### src/design/kbd_pkg.sv
// Shared types, codes and helpers of the keyboard report differencer.
package kbd_pkg;

  localparam int unsigned KEY_SLOTS_DEF = 6;

  localparam int unsigned IN_HDR_W = 14;
  localparam int unsigned KEY_LSB  = 14;
  localparam int unsigned OUT_W    = 32;

  localparam logic [3:0] MIN_BYTES       = 4'd4;
  localparam logic [7:0] FIRST_REAL_CODE = 8'd4;

  localparam logic [7:0] CODE_NUM    = 8'h53;
  localparam logic [7:0] CODE_CAPS   = 8'h39;
  localparam logic [7:0] CODE_SCROLL = 8'h47;

  localparam logic [2:0] LED_NUM    = 3'b001;
  localparam logic [2:0] LED_CAPS   = 3'b010;
  localparam logic [2:0] LED_SCROLL = 3'b100;

  typedef enum logic [2:0] {
    EV_MOD   = 3'd0,
    EV_DOWN  = 3'd1,
    EV_UP    = 3'd2,
    EV_LED   = 3'd3,
    EV_RETRY = 3'd4
  } kbd_event_e;

  typedef enum logic [1:0] {
    ST_OK      = 2'd0,
    ST_NO_RESP = 2'd1,
    ST_TIMEOUT = 2'd2,
    ST_ERROR   = 2'd3
  } kbd_status_e;

  typedef enum logic {
    REQ_REPORT  = 1'b0,
    REQ_SESSION = 1'b1
  } kbd_req_e;

  typedef struct packed {
    logic       add;
    logic       rem;
    logic [2:0] led_mask;
  } kbd_lane_t;

  typedef struct packed {
    logic       retry;
    logic       mod_chg;
    logic [7:0] mods;
    logic [7:0] prev_mods;
  } kbd_job_t;

  function automatic logic [2:0] kbd_led_mask(input logic [7:0] code);
    logic [2:0] m;
    m = 3'b000;
    if (code == CODE_NUM) begin
      m = LED_NUM;
    end else if (code == CODE_CAPS) begin
      m = LED_CAPS;
    end else if (code == CODE_SCROLL) begin
      m = LED_SCROLL;
    end
    return m;
  endfunction

endpackage

### src/design/kbd_lane.sv
// One slot lane: finds whether the slot's new code was pressed and its old code released.
module kbd_lane import kbd_pkg::*; #(
  parameter int unsigned KEY_SLOTS = KEY_SLOTS_DEF
) (
  input  logic [7:0] new_key_i,
  input  logic [7:0] old_key_i,
  input  logic [7:0] keys_i [KEY_SLOTS],
  input  logic [7:0] prev_keys_i [KEY_SLOTS],
  output kbd_lane_t  res_o
);

  logic seen_new;
  logic seen_old;

  always_comb begin
    seen_new = 1'b0;
    seen_old = 1'b0;
    for (int j = 0; j < KEY_SLOTS; j++) begin
      if (prev_keys_i[j] == new_key_i) seen_new = 1'b1;
      if (keys_i[j] == old_key_i) seen_old = 1'b1;
    end
    res_o.add      = (new_key_i >= FIRST_REAL_CODE) && !seen_new;
    res_o.rem      = (old_key_i >= FIRST_REAL_CODE) && !seen_old;
    res_o.led_mask = kbd_led_mask(new_key_i);
  end

endmodule

### src/design/kbd_merge.sv
// Merge stage: orders the lane findings into events and drives the output register.
module kbd_merge import kbd_pkg::*; #(
  parameter int unsigned KEY_SLOTS = KEY_SLOTS_DEF
) (
  input  logic            clk_i,
  input  logic            rst_ni,
  input  logic            job_valid_i,
  output logic            job_ready_o,
  input  kbd_job_t        job_i,
  input  kbd_lane_t       lane_i [KEY_SLOTS],
  input  logic [7:0]      keys_i [KEY_SLOTS],
  input  logic [7:0]      prev_keys_i [KEY_SLOTS],
  output logic            m_tvalid_o,
  input  logic            m_tready_i,
  output logic [OUT_W-1:0] m_tdata_o,  // old_modifiers, event_modifiers, key_code, led_bits
  output logic [2:0]      m_tuser_o,   // event_kind
  output logic            m_tlast_o
);

  localparam int unsigned SLOT_W = (KEY_SLOTS > 1) ? $clog2(KEY_SLOTS) : 1;

  logic                 retry_pend_q, mod_pend_q;
  logic [KEY_SLOTS-1:0] led_pend_q, down_pend_q, up_pend_q;
  logic                 retry_pend_d, mod_pend_d;
  logic [KEY_SLOTS-1:0] led_pend_d, down_pend_d, up_pend_d;
  logic [KEY_SLOTS-1:0] pend_any;

  logic [7:0] keys_q [KEY_SLOTS];
  logic [7:0] prev_q [KEY_SLOTS];
  logic [2:0] mask_q [KEY_SLOTS];
  logic [7:0] mods_q, prev_mods_q;
  logic [2:0] leds_q, leds_d;

  logic [SLOT_W-1:0] idx;
  logic              have_ev, last, advance, job_load;

  kbd_event_e kind_d, kind_q;
  logic [7:0] oldm_d, evm_d, code_d;
  logic [7:0] oldm_q, evm_q, code_q;
  logic [2:0] ledo_q;
  logic       last_q, out_valid_q;

  always_comb begin
    pend_any = led_pend_q | down_pend_q | up_pend_q;
    idx = '0;
    for (int i = KEY_SLOTS - 1; i >= 0; i--) begin
      if (pend_any[i]) idx = SLOT_W'(i);
    end

    retry_pend_d = retry_pend_q;
    mod_pend_d   = mod_pend_q;
    led_pend_d   = led_pend_q;
    down_pend_d  = down_pend_q;
    up_pend_d    = up_pend_q;
    leds_d       = leds_q;
    kind_d       = EV_UP;
    oldm_d       = 8'd0;
    evm_d        = 8'd0;
    code_d       = 8'd0;

    priority if (retry_pend_q) begin
      kind_d       = EV_RETRY;
      retry_pend_d = 1'b0;
    end else if (mod_pend_q) begin
      kind_d     = EV_MOD;
      oldm_d     = prev_mods_q;
      evm_d      = mods_q;
      mod_pend_d = 1'b0;
    end else if (led_pend_q[idx]) begin
      kind_d          = EV_LED;
      code_d          = keys_q[idx];
      leds_d          = leds_q ^ mask_q[idx];
      led_pend_d[idx] = 1'b0;
    end else if (down_pend_q[idx]) begin
      kind_d           = EV_DOWN;
      evm_d            = mods_q;
      code_d           = keys_q[idx];
      down_pend_d[idx] = 1'b0;
    end else begin
      kind_d         = EV_UP;
      evm_d          = prev_mods_q;
      code_d         = prev_q[idx];
      up_pend_d[idx] = 1'b0;
    end

    have_ev = retry_pend_q | mod_pend_q | (|pend_any);
    last    = !(retry_pend_d | mod_pend_d | (|(led_pend_d | down_pend_d | up_pend_d)));
    advance = have_ev && (!out_valid_q || m_tready_i);
  end

  assign job_ready_o = !have_ev || (advance && last);
  assign job_load    = job_valid_i && job_ready_o;

  always_ff @(posedge clk_i or negedge rst_ni) begin
    if (!rst_ni) begin
      retry_pend_q <= 1'b0;
      mod_pend_q   <= 1'b0;
      led_pend_q   <= '0;
      down_pend_q  <= '0;
      up_pend_q    <= '0;
      leds_q       <= 3'b000;
      out_valid_q  <= 1'b0;
    end else begin
      if (job_load) begin
        retry_pend_q <= job_i.retry;
        mod_pend_q   <= job_i.mod_chg;
        for (int i = 0; i < KEY_SLOTS; i++) begin
          led_pend_q[i]  <= !job_i.retry && lane_i[i].add && (lane_i[i].led_mask != 3'b000);
          down_pend_q[i] <= !job_i.retry && lane_i[i].add;
          up_pend_q[i]   <= !job_i.retry && lane_i[i].rem;
        end
      end else if (advance) begin
        retry_pend_q <= retry_pend_d;
        mod_pend_q   <= mod_pend_d;
        led_pend_q   <= led_pend_d;
        down_pend_q  <= down_pend_d;
        up_pend_q    <= up_pend_d;
      end
      if (advance) begin
        leds_q      <= leds_d;
        out_valid_q <= 1'b1;
      end else if (m_tready_i) begin
        out_valid_q <= 1'b0;
      end
    end
  end

  always_ff @(posedge clk_i) begin
    if (job_load) begin
      mods_q      <= job_i.mods;
      prev_mods_q <= job_i.prev_mods;
      for (int i = 0; i < KEY_SLOTS; i++) begin
        keys_q[i] <= keys_i[i];
        prev_q[i] <= prev_keys_i[i];
        mask_q[i] <= lane_i[i].led_mask;
      end
    end
    if (advance) begin
      kind_q <= kind_d;
      oldm_q <= oldm_d;
      evm_q  <= evm_d;
      code_q <= code_d;
      ledo_q <= leds_d;
      last_q <= last;
    end
  end

  assign m_tvalid_o = out_valid_q;
  assign m_tdata_o  = {5'b00000, ledo_q, code_q, evm_q, oldm_q};
  assign m_tuser_o  = kind_q;
  assign m_tlast_o  = last_q;

endmodule

### src/design/keyboard_report_diff_unit.sv
// Top level of the keyboard report differencer: stored report, slot lanes and merge stage.
// The first event of a report passes the pending registers, then the output register, to m_axis.
// One event per cycle while m_axis_tready does not stall; a report holds the merge stage until
// all its events (up to 3*KEY_SLOTS+1) are sent, and the next transfer is taken in the cycle its last
// event is registered. Items without events (drops, session start) do not load the merge stage.
// Reset clears the stored report, the lock LEDs, pending events and the output register.
module keyboard_report_diff_unit import kbd_pkg::*; #(
  parameter int unsigned KEY_SLOTS = KEY_SLOTS_DEF,
  localparam int unsigned IN_W = ((IN_HDR_W + 8 * KEY_SLOTS + 7) / 8) * 8
) (
  input  logic             clk_i,
  input  logic             rst_ni,
  input  logic             s_axis_tvalid,
  output logic             s_axis_tready,
  input  logic [IN_W-1:0]  s_axis_tdata,  // trans_status, byte_count, modifier_bits, key_0..
  input  logic             s_axis_tuser,  // req_type
  output logic             m_axis_tvalid,
  input  logic             m_axis_tready,
  output logic [OUT_W-1:0] m_axis_tdata,  // old_modifiers, event_modifiers, key_code, led_bits
  output logic [2:0]       m_axis_tuser,  // event_kind
  output logic             m_axis_tlast   // last_event
);

  logic [1:0] status;
  logic [3:0] byte_count;
  logic [7:0] mods;
  logic [7:0] keys [KEY_SLOTS];

  logic [7:0] prev_mods_q;
  logic [7:0] prev_keys_q [KEY_SLOTS];

  kbd_lane_t            lane_res [KEY_SLOTS];
  logic [KEY_SLOTS-1:0] add_vec, rem_vec;

  logic     is_session, is_retry, is_good, mod_chg, any_ev, accept, job_valid, job_ready;
  kbd_job_t job;

  assign status     = s_axis_tdata[1:0];
  assign byte_count = s_axis_tdata[5:2];
  assign mods       = s_axis_tdata[13:6];

  for (genvar i = 0; i < KEY_SLOTS; i++) begin : g_lane
    assign keys[i]    = s_axis_tdata[KEY_LSB + 8 * i +: 8];
    assign add_vec[i] = lane_res[i].add;
    assign rem_vec[i] = lane_res[i].rem;

    kbd_lane #(
      .KEY_SLOTS (KEY_SLOTS)
    ) u_lane (
      .new_key_i   (keys[i]),
      .old_key_i   (prev_keys_q[i]),
      .keys_i      (keys),
      .prev_keys_i (prev_keys_q),
      .res_o       (lane_res[i])
    );
  end

  assign is_session = (s_axis_tuser == REQ_SESSION);
  assign is_retry   = !is_session && ((status == ST_NO_RESP) || (status == ST_TIMEOUT));
  assign is_good    = !is_session && (status == ST_OK) && (byte_count >= MIN_BYTES);
  assign mod_chg    = (mods != prev_mods_q);
  assign any_ev     = mod_chg || (|add_vec) || (|rem_vec);
  assign job_valid  = s_axis_tvalid && (is_retry || (is_good && any_ev));
  assign accept     = s_axis_tvalid && s_axis_tready;

  assign s_axis_tready = job_ready;

  always_comb begin
    job.retry     = is_retry;
    job.mod_chg   = is_good && mod_chg;
    job.mods      = mods;
    job.prev_mods = prev_mods_q;
  end

  always_ff @(posedge clk_i or negedge rst_ni) begin
    if (!rst_ni) begin
      prev_mods_q <= 8'd0;
      for (int i = 0; i < KEY_SLOTS; i++) prev_keys_q[i] <= 8'd0;
    end else if (accept) begin
      if (is_session) begin
        prev_mods_q <= 8'd0;
        for (int i = 0; i < KEY_SLOTS; i++) prev_keys_q[i] <= 8'd0;
      end else if (is_good) begin
        prev_mods_q <= mods;
        for (int i = 0; i < KEY_SLOTS; i++) prev_keys_q[i] <= keys[i];
      end
    end
  end

  kbd_merge #(
    .KEY_SLOTS (KEY_SLOTS)
  ) u_merge (
    .clk_i       (clk_i),
    .rst_ni      (rst_ni),
    .job_valid_i (job_valid),
    .job_ready_o (job_ready),
    .job_i       (job),
    .lane_i      (lane_res),
    .keys_i      (keys),
    .prev_keys_i (prev_keys_q),
    .m_tvalid_o  (m_axis_tvalid),
    .m_tready_i  (m_axis_tready),
    .m_tdata_o   (m_axis_tdata),
    .m_tuser_o   (m_axis_tuser),
    .m_tlast_o   (m_axis_tlast)
  );

endmodule
### config.mk
export PLATFORM = sky130hd
export DESIGN_NAME = keyboard_report_diff_unit
export DESIGN_NICKNAME = d
export VERILOG_FILES = /design/src/design/kbd_pkg.sv /design/src/design/kbd_lane.sv /design/src/design/kbd_merge.sv /design/src/design/keyboard_report_diff_unit.sv
export SDC_FILE = /design/constraint.sdc
export NUM_CORES = 1
export LEC_CHECK = 0
export ABC_AREA = 1
export BUFFER_PORTS_ARGS = -buffer_cell sky130_fd_sc_hd__buf_2
export CAP_MARGIN = 20
export CORE_MARGIN = 2
export CORE_UTILIZATION = 39
export DETAILED_ROUTE_END_ITERATION = 6
export PLACE_DENSITY = 0.66
export REMOVE_ABC_BUFFERS = 1
export SKIP_LAST_GASP = 1
export SLEW_MARGIN = 20
export SYNTH_ARGS = -nofsm -noshare
export SYNTH_HDL_FRONTEND = slang
export SYNTH_SLANG_ARGS = --single-unit
### constraint.sdc
create_clock -name clk_i -period 6.4 [get_ports clk_i]
set_clock_uncertainty 0.2 [all_clocks]
set_input_delay 1.92 -clock clk_i [delete_from_list [all_inputs] [get_ports clk_i]]
set_output_delay 1.92 -clock clk_i [all_outputs]
set_load 0.02 [all_outputs]
==> flow_metrics.tcl <==
set metrics [dict create \
    setup_viol 0 \
    route.vias.total 13700 \
    path_buf_inv 3 \
    p_per_area_nw_per_um2 491.1 \
    fin_cells 2468 \
    sw_frac_of_total_pct 47.23 \
    setup_ws_ns 0.4760 \
    numPortBuffers 97 \
    hold_viol 0 \
    ios 107 \
    violations "DRC" \
    cts.path.max_buffers 3 \
    cts_made_buffers 27 \
    cts_root_buf "clkbuf_16" \
    firstDrtPassIters 7 \
    dp.cells 2419 \
    clock_sink_count 241 \
    crit_path_max_fanout 23 \
    place_hpwl_mm 40.04 \
    max_freq_mhz 168.8 \
    ant_nets 0 \
    ff2ff_setup_slack_ns 1.90 \
    p_seq_share_pct 32.1 \
    comb_power_share_pct 49.3 \
    critPathLaunch "u_merge.led_pend_q[0]$_DFFE_PN0P_" \
    synth_edf_count 161 \
    power.leakage_nw 7.220 \
    grt_pass1_wl_mm 82.03 \
    status "finished with violations" \
    synth_top_cell_area_share_pct 32.09 \
    drc 1 \
    crit_family "simple AND/OR/NAND/NOR gates" \
    gp_congestion 1.010 \
    drt_wl_total_mm 55.57 \
    cp.arrival_ns 3.80 \
    post-route-cell-area_um2 16580 \
    period_share_pct 92.56 \
    antenna_found_initial 0 \
    synth_ff_type "edfxtp_1" \
    synthTopCellsByArea "edfxtp_1 32%, nand2_1 16%, dfrtp_1 13%, nor2_1 4.4%, xor2_1 4.2%" \
    switchingPower_mw 3.846 \
    internal_power_mw 4.297 \
    syn_inst 1934 \
    grt_pass1_vias 12950 \
    start_util_pct 39.81 \
    grt_usage_pct 26.98 \
    synthArstFlopShare_pct 33.20 \
    finalMaxSlewViolations 0 \
    n_antenna_cell 0 \
    hold_buffers 0 \
    synth.distinct_cells 47 \
    ir_worst_vdd_uv 315.7 \
    design.core.area_um2 37840 \
    finalPower_mw 8.143 \
    area_growth_pct 10.06 \
    yosys_warnings 0 \
    post_cts_buffers 0 \
    clkTransAtPathRegs_ns 0.07 \
    fin_nets 2007 \
    overflow 0 \
    dr.first_iter.drc_count 1576 \
    cts_resized 0 \
    drive_gt1_share_pct 10.83 \
    crit_path_start_kind "flip-flop" \
    timing.rr.start "u_merge.led_pend_q[0]$_DFFE_PN0P_" \
    slowest_delay_ns 0.43 \
    cp_cell_sequence "nor2_2 > nand2_2 > inv_2 > nand3_2 > inv_2 > nand2_1 > nand4_4 > nand2_4 > o21ai_2 > nand3_1 > nor2_1 > nand3_1 > nand2_2 > buf_2" \
    grt_max_degree 57 \
    critical_path_class "reg2out" \
    h-tree-depth 1 \
    wire_per_inst_um 22.51 \
    die_w_um 200.5 \
    drv_cap 0 \
    hp-class "reg2reg" \
    slowest_stage "inv_2" \
    critPathRequiredTime_ns 4.28 \
    rsz0062_at_grt "no" \
    crit_path_end_kind "output pin" \
    die_area_um2 40220 \
    row_count 71 \
    place_area_um2 15720 \
    rr_endpoint "prev_keys_q[19]$_DFFE_PN0P_" \
    vias_per_cell 5.550 \
    synth_top_area_cell "edfxtp_1" \
    seq_area_frac_synth_pct 45.38 \
    dieHeight_um 200.5 \
    r2r_cells 18 \
    worstMarginPinSlew_ns 0.7841 \
    synthesis.area_um2 15070 \
    preCtsSetupSlack_ns 0.7877 \
    maxSlewHeadroom_pct 47.60 \
    synth.ff_latch_count 241 \
    clock_latency_ns 0.57 \
    syn_avg_cell_area_um2 7.790 \
    endpoint "s_axis_tready" \
    min_period_ns 5.924 \
    pwr-share-clk_pct 18.6 \
    critical_path_depth 14 \
    cts_tree "yes" \
]
==> power by group through the flow <==
stage / clock network, mW / logic, mW / registers, mW
after global placement: 0 / 3.89 / 2.63
after CTS: 1.54 / 3.98 / 2.61
final: 1.52 / 4.01 / 2.61
after floorplan: 0 / 2.52 / 2.67
after detailed placement: 0 / 3.97 / 2.64
after global routing: 1.59 / 4.38 / 2.66
==> stage by stage <==
stage          utilization (%)  setup TNS [ns]  hold WS [ns]
6_report                 43.81               0        0.2950
5_1_grt                  43.81               0        0.3055
4_1_cts                  43.81               0        0.2931
3_5_place_dp             41.54               0        0.2767
3_3_place_gp             41.54               0        0.2765
2_1_floorplan                -         -153.35        0.2675
==> cell type report <==
class	instances	area [um^2]
clock buffers	32	694.4
clock inverters	17	166.4
fillers	3864	21260
inverters	138	520.5
multi-input cells	1413	7056
flip-flops and latches	241	6837
well taps	511	639.4
repair buffers	116	668.1
==> routing by layer <==
metal / vias up / track usage [%] / routed length (um)
met5: - / 0 / 0
met4: 0 / 11.38 / 2464
met3: 146 / 2.987 / 4544
met2: 724 / 43.77 / 25220
met1: 6472 / 36.73 / 23340
li1: 6355 / - / -
==> synth_stat cells (3+ instances only) <==
cell and number:
a211oi_1 5, a21oi_1 29, a22oi_1 24, a311oi_1 6, buf_1 5, buf_2 27
buf_4 9, buf_6 9, clkbuf_1 96, dfrtp_1 80, edfxtp_1 161, inv_1 121
inv_2 16, nand2_1 656, nand2_2 6, nand2_4 4, nand3_1 122, nand4_1 88
nand4_4 3, nor2_1 177, nor2_2 5, nor2_4 5, nor3_1 42, nor4_1 17
o2111ai_1 11, o211a_1 6, o211ai_1 5, o21ai_0 32, o21ai_2 4, o22ai_1 4
or2_2 7, xnor2_1 60, xor2_1 72
==> sequential cells by signal, summed over array words and instances (netlist names) <==
name / count
u_merge.prev_mods_q: 8
u_merge.m_tvalid_o: 1
u_merge.retry_pend_q: 1
u_merge.leds_q: 3
u_merge.oldm_q: 8
u_merge.keys_q: 48
u_merge.mod_pend_q: 1
u_merge.mods_q: 8
u_merge.code_q: 8
prev_mods_q: 8
u_merge.m_tlast_o: 1
u_merge.prev_q: 48
prev_keys_q: 48
u_merge.mask_q: 18
u_merge.up_pend_q: 6
u_merge.led_pend_q: 6
u_merge.m_tuser_o: 3
u_merge.ledo_q: 3
u_merge.evm_q: 8
u_merge.down_pend_q: 6
==> cells by family after synthesis <==
group / share of synthesized area [%]
AND/OR/NAND/NOR: 32.67
buffers and inverters: 7.973
flip-flops: 45.38
AO/OA/AOI/OAI: 6.195
XOR/XNOR: 7.674
adder cells (fa/ha/maj): 0.08304
other: 0.02489
==> worst reg2reg max path: stages (launching register included) <==
cell	delay, ns
dfrtp_1	0.41
nor2_2	0.15
nand2_2	0.10
inv_2	0.19
nand3_2	0.21
inv_2	0.43
nand2_1	0.22
nand4_4	0.19
nand2_4	0.19
o21ai_2	0.23
nand3_1	0.12
nor2_1	0.11
nand3_1	0.09
nand2_2	0.35
nand2_1	0.17
nor2_4	0.62
buf_12	0.28
nand2_1	0.10
nand2_1	0.08
==> worst min-delay path by stage <==
stage,start,to,slack (ns),depth (start not counted)
after global placement,prev_mods_q[7]$_DFFE_PN0P_,u_merge.prev_mods_q[7]$_DFFE_PP_,0.28,0
final,prev_mods_q[3]$_DFFE_PN0P_,u_merge.prev_mods_q[3]$_DFFE_PP_,0.29,0
after global routing,prev_mods_q[0]$_DFFE_PN0P_,u_merge.prev_mods_q[0]$_DFFE_PP_,0.31,0
after detailed placement,prev_mods_q[5]$_DFFE_PN0P_,u_merge.prev_mods_q[5]$_DFFE_PP_,0.28,0
after floorplan,prev_mods_q[0]$_DFFE_PN0P_,u_merge.prev_mods_q[0]$_DFFE_PP_,0.27,0
after CTS,prev_mods_q[5]$_DFFE_PN0P_,u_merge.prev_mods_q[5]$_DFFE_PP_,0.29,0
==> placed cells by master (no fill, tap or decap), types with 6 or more instances in the layout <==
master and instances:
inv_2 16, o211a_1 6, or2_2 7, clkbuf_16 27
o21ai_0 32, buf_4 17, nor4_1 17, nor3_1 42
nor2_1 176, nand2_2 6, a21oi_1 29, nand3_1 122
dfrtp_1 80, xnor2_1 60, xor2_1 72, nand2_1 656
buf_2 96, a22oi_1 24, a311oi_1 6, edfxtp_1 161
inv_1 120, nor2_4 7, o2111ai_1 11, nand4_1 88
No activity file was read; power rests on OpenSTA's default activity.
